**src/design/mafr_pkg.sv**
```systemverilog
// shared types, constants and helper functions for the modbus angle frame receiver
// no dependencies; used by every other design file through scoped names
package mafr_pkg;

   // frame layout and header codes
   localparam int          DATA_BYTES     = 6;
   localparam logic [7:0]  HDR_FUNC       = 8'h03;
   localparam logic [7:0]  HDR_COUNT      = 8'h06;
   localparam logic [7:0]  SLAVE_ID_RESET = 8'd80;
   localparam logic [2:0]  CRC_LOW_POS    = 3'd6;

   // crc-16/modbus, reflected
   localparam logic [15:0] CRC_POLY       = 16'hA001;
   localparam logic [15:0] CRC_INIT       = 16'hFFFF;

   // angle scale: raw / 32768 * 180 with 15 fraction bits is raw * 180
   localparam logic signed [23:0] ANGLE_MUL = 24'sd180;

   // parser state, one-hot
   typedef enum logic [3:0] {
      ST_HUNT  = 4'b0001,
      ST_FUNC  = 4'b0010,
      ST_COUNT = 4'b0100,
      ST_BODY  = 4'b1000
   } parse_state_type;

   // end-of-frame summary from the parser to the result stage
   typedef struct packed {
      logic                             done;
      logic                             ok;
      logic [DATA_BYTES-1:0][7:0]       data;
   } frame_result_type;

   // one byte through the crc, bit by bit
   function automatic logic [15:0] crc_feed(input logic [15:0] crc, input logic [7:0] b);
      logic [15:0] c;
      c = crc ^ {8'h00, b};
      for (int k = 0; k < 8; k++) begin
         c = c[0] ? ((c >> 1) ^ CRC_POLY) : (c >> 1);
      end
      return c;
   endfunction

   // big-endian signed word scaled to degrees
   function automatic logic signed [23:0] angle_of(input logic [7:0] hi, input logic [7:0] lo);
      logic signed [15:0] word;
      logic signed [23:0] raw;
      word = signed'({hi, lo});
      raw  = 24'(word);
      return 24'(raw * ANGLE_MUL);
   endfunction

endpackage

```
**src/design/mafr_frame_parser.sv**
```systemverilog
// frame parser: header hunt, running crc, data byte store, crc verdict on the last byte
// depends on mafr_pkg
module mafr_frame_parser (
   input  logic                       clock,
   input  logic                       reset,
   input  logic                       step,
   input  logic [7:0]                 rx_byte,
   input  logic [7:0]                 slave_id,
   output mafr_pkg::frame_result_type frame
);

   mafr_pkg::parse_state_type state_ff, state_in;
   logic [2:0]  idx_ff, idx_in;
   logic [15:0] crc_ff, crc_in;
   logic [7:0]  crc_low_ff, crc_low_in;
   logic [mafr_pkg::DATA_BYTES-1:0][7:0] data_ff, data_in;
   logic        last_beat;

   // next state of the header / body walk
   always_comb begin
      state_in   = state_ff;
      idx_in     = idx_ff;
      crc_in     = crc_ff;
      crc_low_in = crc_low_ff;
      data_in    = data_ff;
      last_beat  = 1'b0;
      unique case (state_ff)
         mafr_pkg::ST_HUNT: begin
            if (rx_byte == slave_id) begin
               crc_in   = mafr_pkg::crc_feed(mafr_pkg::CRC_INIT, rx_byte);
               state_in = mafr_pkg::ST_FUNC;
            end
         end
         mafr_pkg::ST_FUNC: begin
            if (rx_byte == mafr_pkg::HDR_FUNC) begin
               crc_in   = mafr_pkg::crc_feed(crc_ff, rx_byte);
               state_in = mafr_pkg::ST_COUNT;
            end else if (rx_byte == slave_id) begin
               // repeated id restarts the frame here
               crc_in   = mafr_pkg::crc_feed(mafr_pkg::CRC_INIT, rx_byte);
            end else begin
               state_in = mafr_pkg::ST_HUNT;
            end
         end
         mafr_pkg::ST_COUNT: begin
            if (rx_byte == mafr_pkg::HDR_COUNT) begin
               crc_in   = mafr_pkg::crc_feed(crc_ff, rx_byte);
               idx_in   = '0;
               state_in = mafr_pkg::ST_BODY;
            end else begin
               state_in = mafr_pkg::ST_HUNT;
            end
         end
         mafr_pkg::ST_BODY: begin
            if (idx_ff < mafr_pkg::CRC_LOW_POS) begin
               data_in[idx_ff] = rx_byte;
               crc_in          = mafr_pkg::crc_feed(crc_ff, rx_byte);
               idx_in          = idx_ff + 3'd1;
            end else if (idx_ff == mafr_pkg::CRC_LOW_POS) begin
               crc_low_in = rx_byte;
               idx_in     = idx_ff + 3'd1;
            end else begin
               // crc high byte closes the frame
               last_beat = 1'b1;
               state_in  = mafr_pkg::ST_HUNT;
               idx_in    = '0;
               crc_in    = mafr_pkg::CRC_INIT;
            end
         end
         default: begin
            state_in = mafr_pkg::ST_HUNT;
         end
      endcase
   end

   // control state
   always_ff @(posedge clock) begin
      if (reset) begin
         state_ff <= mafr_pkg::ST_HUNT;
         idx_ff   <= '0;
         crc_ff   <= mafr_pkg::CRC_INIT;
      end else if (step) begin
         state_ff <= state_in;
         idx_ff   <= idx_in;
         crc_ff   <= crc_in;
      end
   end

   // payload bytes and received crc low byte
   always_ff @(posedge clock) begin
      if (step) begin
         data_ff    <= data_in;
         crc_low_ff <= crc_low_in;
      end
   end

   // frame summary, valid in the beat that carries the crc high byte
   assign frame.done = step && last_beat;
   assign frame.ok   = (crc_low_ff == crc_ff[7:0]) && (rx_byte == crc_ff[15:8]);
   assign frame.data = data_ff;

   // a closed frame always leaves the parser hunting with a fresh crc
   assert property (@(posedge clock) disable iff (reset)
      frame.done |=> (state_ff == mafr_pkg::ST_HUNT) && (crc_ff == mafr_pkg::CRC_INIT))
      else $error("parser did not return to hunting after a frame");

   // data bytes advance the body position one at a time
   assert property (@(posedge clock) disable iff (reset)
      step && (state_ff == mafr_pkg::ST_BODY) && (idx_ff < mafr_pkg::CRC_LOW_POS)
      |=> idx_ff == $past(idx_ff) + 3'd1)
      else $error("body position skipped a byte");

endmodule

```
**src/design/mafr_result_stage.sv**
```systemverilog
// result register: scales the three angles and holds the result beat for the consumer
// depends on mafr_pkg
module mafr_result_stage (
   input  logic                       clock,
   input  logic                       reset,
   input  mafr_pkg::frame_result_type frame,
   output logic                       out_free,
   output logic                       rsp_valid,
   input  logic                       rsp_stall,
   output logic                       rsp_crc_ok,
   output logic signed [23:0]         rsp_roll_angle,
   output logic signed [23:0]         rsp_pitch_angle,
   output logic signed [23:0]         rsp_yaw_angle
);

   logic                valid_ff, valid_in;
   logic                ok_ff;
   logic signed [23:0]  roll_ff, pitch_ff, yaw_ff;
   logic signed [23:0]  roll_in, pitch_in, yaw_in;
   logic                load;

   // register can take a beat when empty or being drained
   assign out_free = !valid_ff || !rsp_stall;
   assign load     = frame.done;

   // angles are zero on a crc mismatch
   always_comb begin
      roll_in  = '0;
      pitch_in = '0;
      yaw_in   = '0;
      if (frame.ok) begin
         roll_in  = mafr_pkg::angle_of(frame.data[0], frame.data[1]);
         pitch_in = mafr_pkg::angle_of(frame.data[2], frame.data[3]);
         yaw_in   = mafr_pkg::angle_of(frame.data[4], frame.data[5]);
      end
   end

   // valid flag
   always_comb begin
      valid_in = valid_ff;
      if (load) begin
         valid_in = 1'b1;
      end else if (!rsp_stall) begin
         valid_in = 1'b0;
      end
   end

   always_ff @(posedge clock) begin
      if (reset) begin
         valid_ff <= 1'b0;
      end else begin
         valid_ff <= valid_in;
      end
   end

   // payload only moves on a load
   always_ff @(posedge clock) begin
      if (load) begin
         ok_ff    <= frame.ok;
         roll_ff  <= roll_in;
         pitch_ff <= pitch_in;
         yaw_ff   <= yaw_in;
      end
   end

   assign rsp_valid       = valid_ff;
   assign rsp_crc_ok      = ok_ff;
   assign rsp_roll_angle  = roll_ff;
   assign rsp_pitch_angle = pitch_ff;
   assign rsp_yaw_angle   = yaw_ff;

   // a failed frame shows up with all angles cleared
   assert property (@(posedge clock) disable iff (reset)
      load && !frame.ok |=> valid_ff && !ok_ff && (roll_ff == '0) && (pitch_ff == '0)
                            && (yaw_ff == '0))
      else $error("bad crc frame carried nonzero angles");

endmodule

```
**src/design/modbus_angle_frame_receiver_unit.sv**
```systemverilog
// top level of the modbus angle frame receiver: input register, slave id register,
// parser and result stage; depends on mafr_pkg, mafr_frame_parser, mafr_result_stage
//
// Usage:
//   req_ channel: one received serial byte per beat (req_rx_byte). A beat is taken at a
//   rising edge with req_valid high and req_stall low.
//   rsp_ channel: one beat per complete 11-byte read response (slave id, 0x03, 0x06, six
//   data bytes, crc low, crc high). rsp_crc_ok gives the crc verdict; the three angles are
//   signed degrees with 15 fraction bits and read as zero when the crc fails. Bytes that do
//   not close a frame give no beat.
//   csr_ channel: writes the expected slave id (csr_slave_id); csr_ready is always high.
//   Write it only while no frame byte is in flight.
// Timing:
//   one byte per cycle sustained while rsp_stall stays low; the byte-wise crc update and the
//   header compare both sit between the input register and the result register. A closing
//   byte is held in the input register, and its result beat is then held in the result register.
// Reset:
//   synchronous, clears the parser to hunting, the crc to 0xFFFF, both registers to empty
//   and the slave id to 80.
// Stall:
//   while rsp_stall holds a result beat, the input register keeps its byte and req_stall
//   goes high once that register is full; no byte or result is dropped.
module modbus_angle_frame_receiver_unit (
   input  logic               clock,
   input  logic               reset,
   input  logic               req_valid,
   output logic               req_stall,
   input  logic [7:0]         req_rx_byte,
   output logic               rsp_valid,
   input  logic               rsp_stall,
   output logic               rsp_crc_ok,
   output logic signed [23:0] rsp_roll_angle,
   output logic signed [23:0] rsp_pitch_angle,
   output logic signed [23:0] rsp_yaw_angle,
   input  logic               csr_valid,
   output logic               csr_ready,
   input  logic [7:0]         csr_slave_id
);

   logic                       in_valid_ff, in_valid_in;
   logic [7:0]                 in_byte_ff;
   logic [7:0]                 slave_id_ff;
   logic                       out_free;
   logic                       step;
   logic                       req_take;
   mafr_pkg::frame_result_type frame;

   // slave id register
   assign csr_ready = 1'b1;

   always_ff @(posedge clock) begin
      if (reset) begin
         slave_id_ff <= mafr_pkg::SLAVE_ID_RESET;
      end else if (csr_valid && csr_ready) begin
         slave_id_ff <= csr_slave_id;
      end
   end

   // input register, drained whenever the result side can take a beat
   assign step      = in_valid_ff && out_free;
   assign req_stall = in_valid_ff && !out_free;
   assign req_take  = req_valid && !req_stall;

   always_comb begin
      in_valid_in = in_valid_ff;
      if (req_take) begin
         in_valid_in = 1'b1;
      end else if (step) begin
         in_valid_in = 1'b0;
      end
   end

   always_ff @(posedge clock) begin
      if (reset) begin
         in_valid_ff <= 1'b0;
      end else begin
         in_valid_ff <= in_valid_in;
      end
   end

   always_ff @(posedge clock) begin
      if (req_take) begin
         in_byte_ff <= req_rx_byte;
      end
   end

   mafr_frame_parser u_parser (
      .clock    (clock),
      .reset    (reset),
      .step     (step),
      .rx_byte  (in_byte_ff),
      .slave_id (slave_id_ff),
      .frame    (frame)
   );

   mafr_result_stage u_result (
      .clock           (clock),
      .reset           (reset),
      .frame           (frame),
      .out_free        (out_free),
      .rsp_valid       (rsp_valid),
      .rsp_stall       (rsp_stall),
      .rsp_crc_ok      (rsp_crc_ok),
      .rsp_roll_angle  (rsp_roll_angle),
      .rsp_pitch_angle (rsp_pitch_angle),
      .rsp_yaw_angle   (rsp_yaw_angle)
   );

   // a frame close always lands in the result register on the next edge
   assert property (@(posedge clock) disable iff (reset)
      frame.done |=> rsp_valid)
      else $error("closed frame produced no result beat");

endmodule
```
**config.mk**
```make
export PLATFORM = sky130hd
export DESIGN_NAME = modbus_angle_frame_receiver_unit
export DESIGN_NICKNAME = d
export VERILOG_FILES = /design/src/design/mafr_pkg.sv /design/src/design/mafr_frame_parser.sv /design/src/design/mafr_result_stage.sv /design/src/design/modbus_angle_frame_receiver_unit.sv
export SDC_FILE = /design/constraint.sdc
export NUM_CORES = 1
export LEC_CHECK = 0
export BUFFER_PORTS_ARGS = -buffer_cell sky130_fd_sc_hd__buf_2
export CAP_MARGIN = 10
export CORE_ASPECT_RATIO = 1.1
export CORE_MARGIN = 8
export CORE_UTILIZATION = 58
export DETAILED_ROUTE_END_ITERATION = 10
export PLACE_DENSITY = 0.89
export SYNTH_ARGS = -nofsm -noshare
export SYNTH_HDL_FRONTEND = slang
export SYNTH_SLANG_ARGS = --single-unit
```
**constraint.sdc**
```tcl
create_clock -name clock -period 11.08 [get_ports clock]
set_input_delay 0 -clock clock [delete_from_list [all_inputs] [get_ports clock]]
set_output_delay 0 -clock clock [all_outputs]
set_load 0.01 [all_outputs]
```
==> results.yml <==
global_route:
  globalRouteMet2Util: 0.3785
  groute.usage.overall: 0.2086
  grt_pass1_wl_um: 44580
  grt_remaining_overflow: 0
  first_global_vias: 9382
  top_usage_layer_grt: "met2"
  global_route.usage.met3: 0.03946
  grt_start_max_net_pins: 68
  global_route.usage.met1: 0.2355
  antenna_violations_before_repair: 0
pwr:
  combPwrFrac: 0.049
  seq_power_share: 0.516
  p_sw_uw: 293.7
  switching_share: 0.2214
  total_power_per_unit_cell_area_nw_per_um2: 92.88
  worst_ir_drop_vdd_uv: 114.5
  p_leak_uw: 0.006672
  pwr-share-clk: 0.436
  internal_power_uw: 1033
place:
  port_buffers: 89
  hpwlAfterDp_um: 19830
  dpl-instance-area_um2: 13450
  place.gp.congestion: 0.9015
floorplan:
  design.die.area_um2: 27050
  total_i_o_pin_count: 97
  initial_core_util: 0.5837
  fp.dieW_um: 157.5
  floorplan.rows: 57
  floorplan.core_area_um2: 21890
  fp.dieH_um: 171.7
setup_path:
  start_kind: "flop"
  worstPathCellList: "ha_1 -> ha_1 -> fa_1 -> inv_1 -> fa_1 -> inv_1 -> ha_1 -> a2111o_1 -> a31oi_1 -> o211a_1 -> o21ai_0 -> or3_1 -> a31oi_1 -> xor2_1 -> nor2_1"
  cp_max_fo: 6
  critical_path_s_most_frequent_cell: "sky130_fd_sc_hd__ha_1"
  worstSetupPathType: "flop to flop"
  endpoint_kind: "flop"
  crit_required_ns: 11.26
  crit_path_top_delay_cell: "sky130_fd_sc_hd__fa_1"
  cp_data_arrival_time_ns: 5.05
  delay_contributed_by_the_slowest_stage_of_the_critical_path_ns: 0.53
synthesis:
  synth_seq_cells: 164
  synth_area_um2: 12780
  synth-edff-count: 131
  ys_async_sr_fraction: 0
  synth-main-ff-cell: "sky130_fd_sc_hd__edfxtp_1"
  netlist_instances: 1202
  yosys.cell_types.count: 68
  avgSynthCellArea_um2: 10.63
  synth_seq_area_share: 0.3595
  ys_warn_count: 0
clock_tree:
  cts_sinks: 164
  path_clk_slew_ns: 0.07
  clock-root-buffer: "sky130_fd_sc_hd__clkbuf_16"
  ctsLongestPathBuffers: 2
  insertion_delay_ns: 0.44
  cts_tree: "yes"
  cts_htree_levels: 4
  cts_post_setup_buffers_inserted: 0
  cts_made_buffers: 17
sta:
  rsz0062_at_grt: "no"
  timing.max_slew.rel_slack: 0.1242
  timing_worst_slew_pin_value_ns: 1.304
  hold_viol_final: 0
  tns_ns: 0
  finClkSkew_ns: 0.008576
  finalWorstPathRequiredPeriod_ns: 4.864
  finalMaxSlewViolations: 0
  fmaxAchievable_mhz: 205.6
  layout_worst_path_cycle_share: 0.4390
  finalSetupViolCount: 0
layout:
  areaGrowthSynthToFinish_pct: 11.76
  post-route-cell-area_um2: 14280
  drive_gt1_frac: 0.1059
  layout.nets: 1578
  layout_common_cells: "sky130_fd_sc_hd__inv_1 (205), sky130_fd_sc_hd__ha_1 (164), sky130_fd_sc_hd__edfxtp_1 (131), sky130_fd_sc_hd__buf_2 (89), sky130_fd_sc_hd__nor2_1 (87)"
  mostFrequentLayoutCell: "sky130_fd_sc_hd__inv_1"
  antenna_cells_inserted: 0
flow_run:
  maxCapViolations: 0
route:
  route.detailed.wl_per_inst_um: 16.92
  antenna_violating_nets_left: 0
  vias: 9051
  vias_per_cell: 5.597
  drtIter0Drc: 659
  remaining_drc_errors: 0
  drt-total-wl_um: 27350
  dr.pass1.iters: 5
run_status:
  status: "finished, final reports clean"
worst_hold_path:
  hold_path_class: "input port to flop"
==> timing repair <==
item,in CTS,in global routing
setup endpoints to repair,0,0
resized for setup,0,0
endpoints found under the hold margin,18,0
hold buffers,25,0
==> synth_stat cells, types with 5 or more instances <==
master                     number  area [µm²]
sky130_fd_sc_hd__a211o_1        5       43.79
sky130_fd_sc_hd__a211oi_1       9       67.56
sky130_fd_sc_hd__a21o_1        13       97.59
sky130_fd_sc_hd__a21oi_1       51       255.2
sky130_fd_sc_hd__a31oi_1        7       43.79
sky130_fd_sc_hd__and2_1        15       93.84
sky130_fd_sc_hd__and3_1         6       37.54
sky130_fd_sc_hd__buf_2          8       40.04
sky130_fd_sc_hd__buf_4          8       60.06
sky130_fd_sc_hd__clkbuf_1      18       67.56
sky130_fd_sc_hd__dfxtp_1       33       660.6
sky130_fd_sc_hd__edfxtp_1     131        3934
sky130_fd_sc_hd__fa_1          84        1682
sky130_fd_sc_hd__ha_1         164        2052
sky130_fd_sc_hd__inv_1        206       773.2
sky130_fd_sc_hd__mux2i_1        8       80.08
sky130_fd_sc_hd__nand2_1       32       120.1
sky130_fd_sc_hd__nand2b_1      25       156.4
sky130_fd_sc_hd__nand3_1        7       35.03
sky130_fd_sc_hd__nand4_1        5       31.28
sky130_fd_sc_hd__nor2_1        87       326.6
sky130_fd_sc_hd__nor2b_1       10       62.56
sky130_fd_sc_hd__nor3_1        17       85.08
sky130_fd_sc_hd__nor4_1         9       56.30
sky130_fd_sc_hd__o21a_1        10       75.07
sky130_fd_sc_hd__o21ai_0       56       280.3
sky130_fd_sc_hd__o21bai_1       7       52.55
sky130_fd_sc_hd__xnor2_1       45       394.1
sky130_fd_sc_hd__xor2_1        60       525.5
==> registers in the layout (all words and copies together) (netlist names) <==
register,count
u_result.rsp_valid,1
u_result.rsp_yaw_angle,22
u_result.rsp_pitch_angle,22
in_valid_ff,1
u_result.rsp_roll_angle,22
u_result.rsp_crc_ok,1
u_parser.frame,48
u_parser.state_ff,4
slave_id_ff,8
u_parser.crc_low_ff,8
u_parser.crc_ff,16
u_parser.idx_ff,3
in_byte_ff,8
==> cells by family after synthesis <==
| family | after synthesis | synth area share |
|---|---|---|
| flops | 164 | 0.3595 |
| other cells | 2 | 0.0005876 |
| compound gates | 196 | 0.09780 |
| xor+xnor | 107 | 0.07450 |
| mux | 8 | 0.006266 |
| fa+ha+maj | 248 | 0.2921 |
| buf+inv | 243 | 0.07695 |
| simple gates | 234 | 0.09231 |
==> power groups by stage <==
| stage | clock network, µW | registers [µW] | logic (µW) |
|---|---|---|---|
| 2_1_floorplan | 0 | 685 | 50.7 |
| 3_3_place_gp | 0 | 696 | 53.9 |
| 3_5_place_dp | 0 | 696 | 54.9 |
| 4_1_cts | 581 | 683 | 63.3 |
| 5_1_grt | 604 | 684 | 69.4 |
| 6_report | 578 | 684 | 64.4 |
==> path summary, 6_finish.rpt <==
path	to	cells past startpoint	startpoint	slack, ns
max	u_result.rsp_roll_angle[23]	15	u_parser.frame[13]	6.22
min	slave_id_ff[1]	3	csr_valid	0.05
min reg2reg	u_result.rsp_valid	2	u_result.rsp_valid	0.53
max reg2reg	u_result.rsp_roll_angle[23]	15	u_parser.frame[13]	6.22
==> per-stage QoR <==
stage | utilization | setup WS, ns | cells | hold slack (ns) | total power (µW)
floorplan | - | 6.810 | 1207 | 0.09887 | 735.6
global placement | 0.6143 | 6.585 | 1560 | 0.1802 | 749.9
detailed placement | 0.6143 | 6.443 | 1560 | 0.1781 | 751.4
CTS | 0.6524 | 6.311 | 1617 | 0.009010 | 1328
global route | 0.6524 | 6.035 | 1617 | 0.08655 | 1358
finish | 0.6524 | 6.216 | 1617 | 0.05191 | 1327
==> worst max-delay path: cells and delay by family, from the launching register on <==
kind                       cells  cell delay (ns)
buffers and inverters          2             0.09
adders and majority gates      5             2.04
and+or+nand+nor                2             0.43
AOI/OAI and AO/OA              5             1.30
DFF                            1             0.49
xor gates and xnor gates       1             0.24
==> area by class of cell <==
| type | instances | area, µm² |
|---|---|---|
| Sequential cell | 164 | 4594 |
| Tap cell | 295 | 369.1 |
| Clock inverter | 8 | 60.06 |
| Clock buffer | 24 | 524.3 |
| Inverter | 206 | 773.2 |
| Multi-Input combinational cell | 800 | 7222 |
| Timing Repair Buffer | 120 | 740.7 |
| Fill cell | 1539 | 7611 |
==> layer usage <==
layer / routed length, µm / up-vias
met3: 1630 / 83
li1: - / 4257
met1: 10680 / 4363
met2: 14130 / 348
met4: 920 / 0
met5: 0 / -
(Power assumes the default switching activity.)
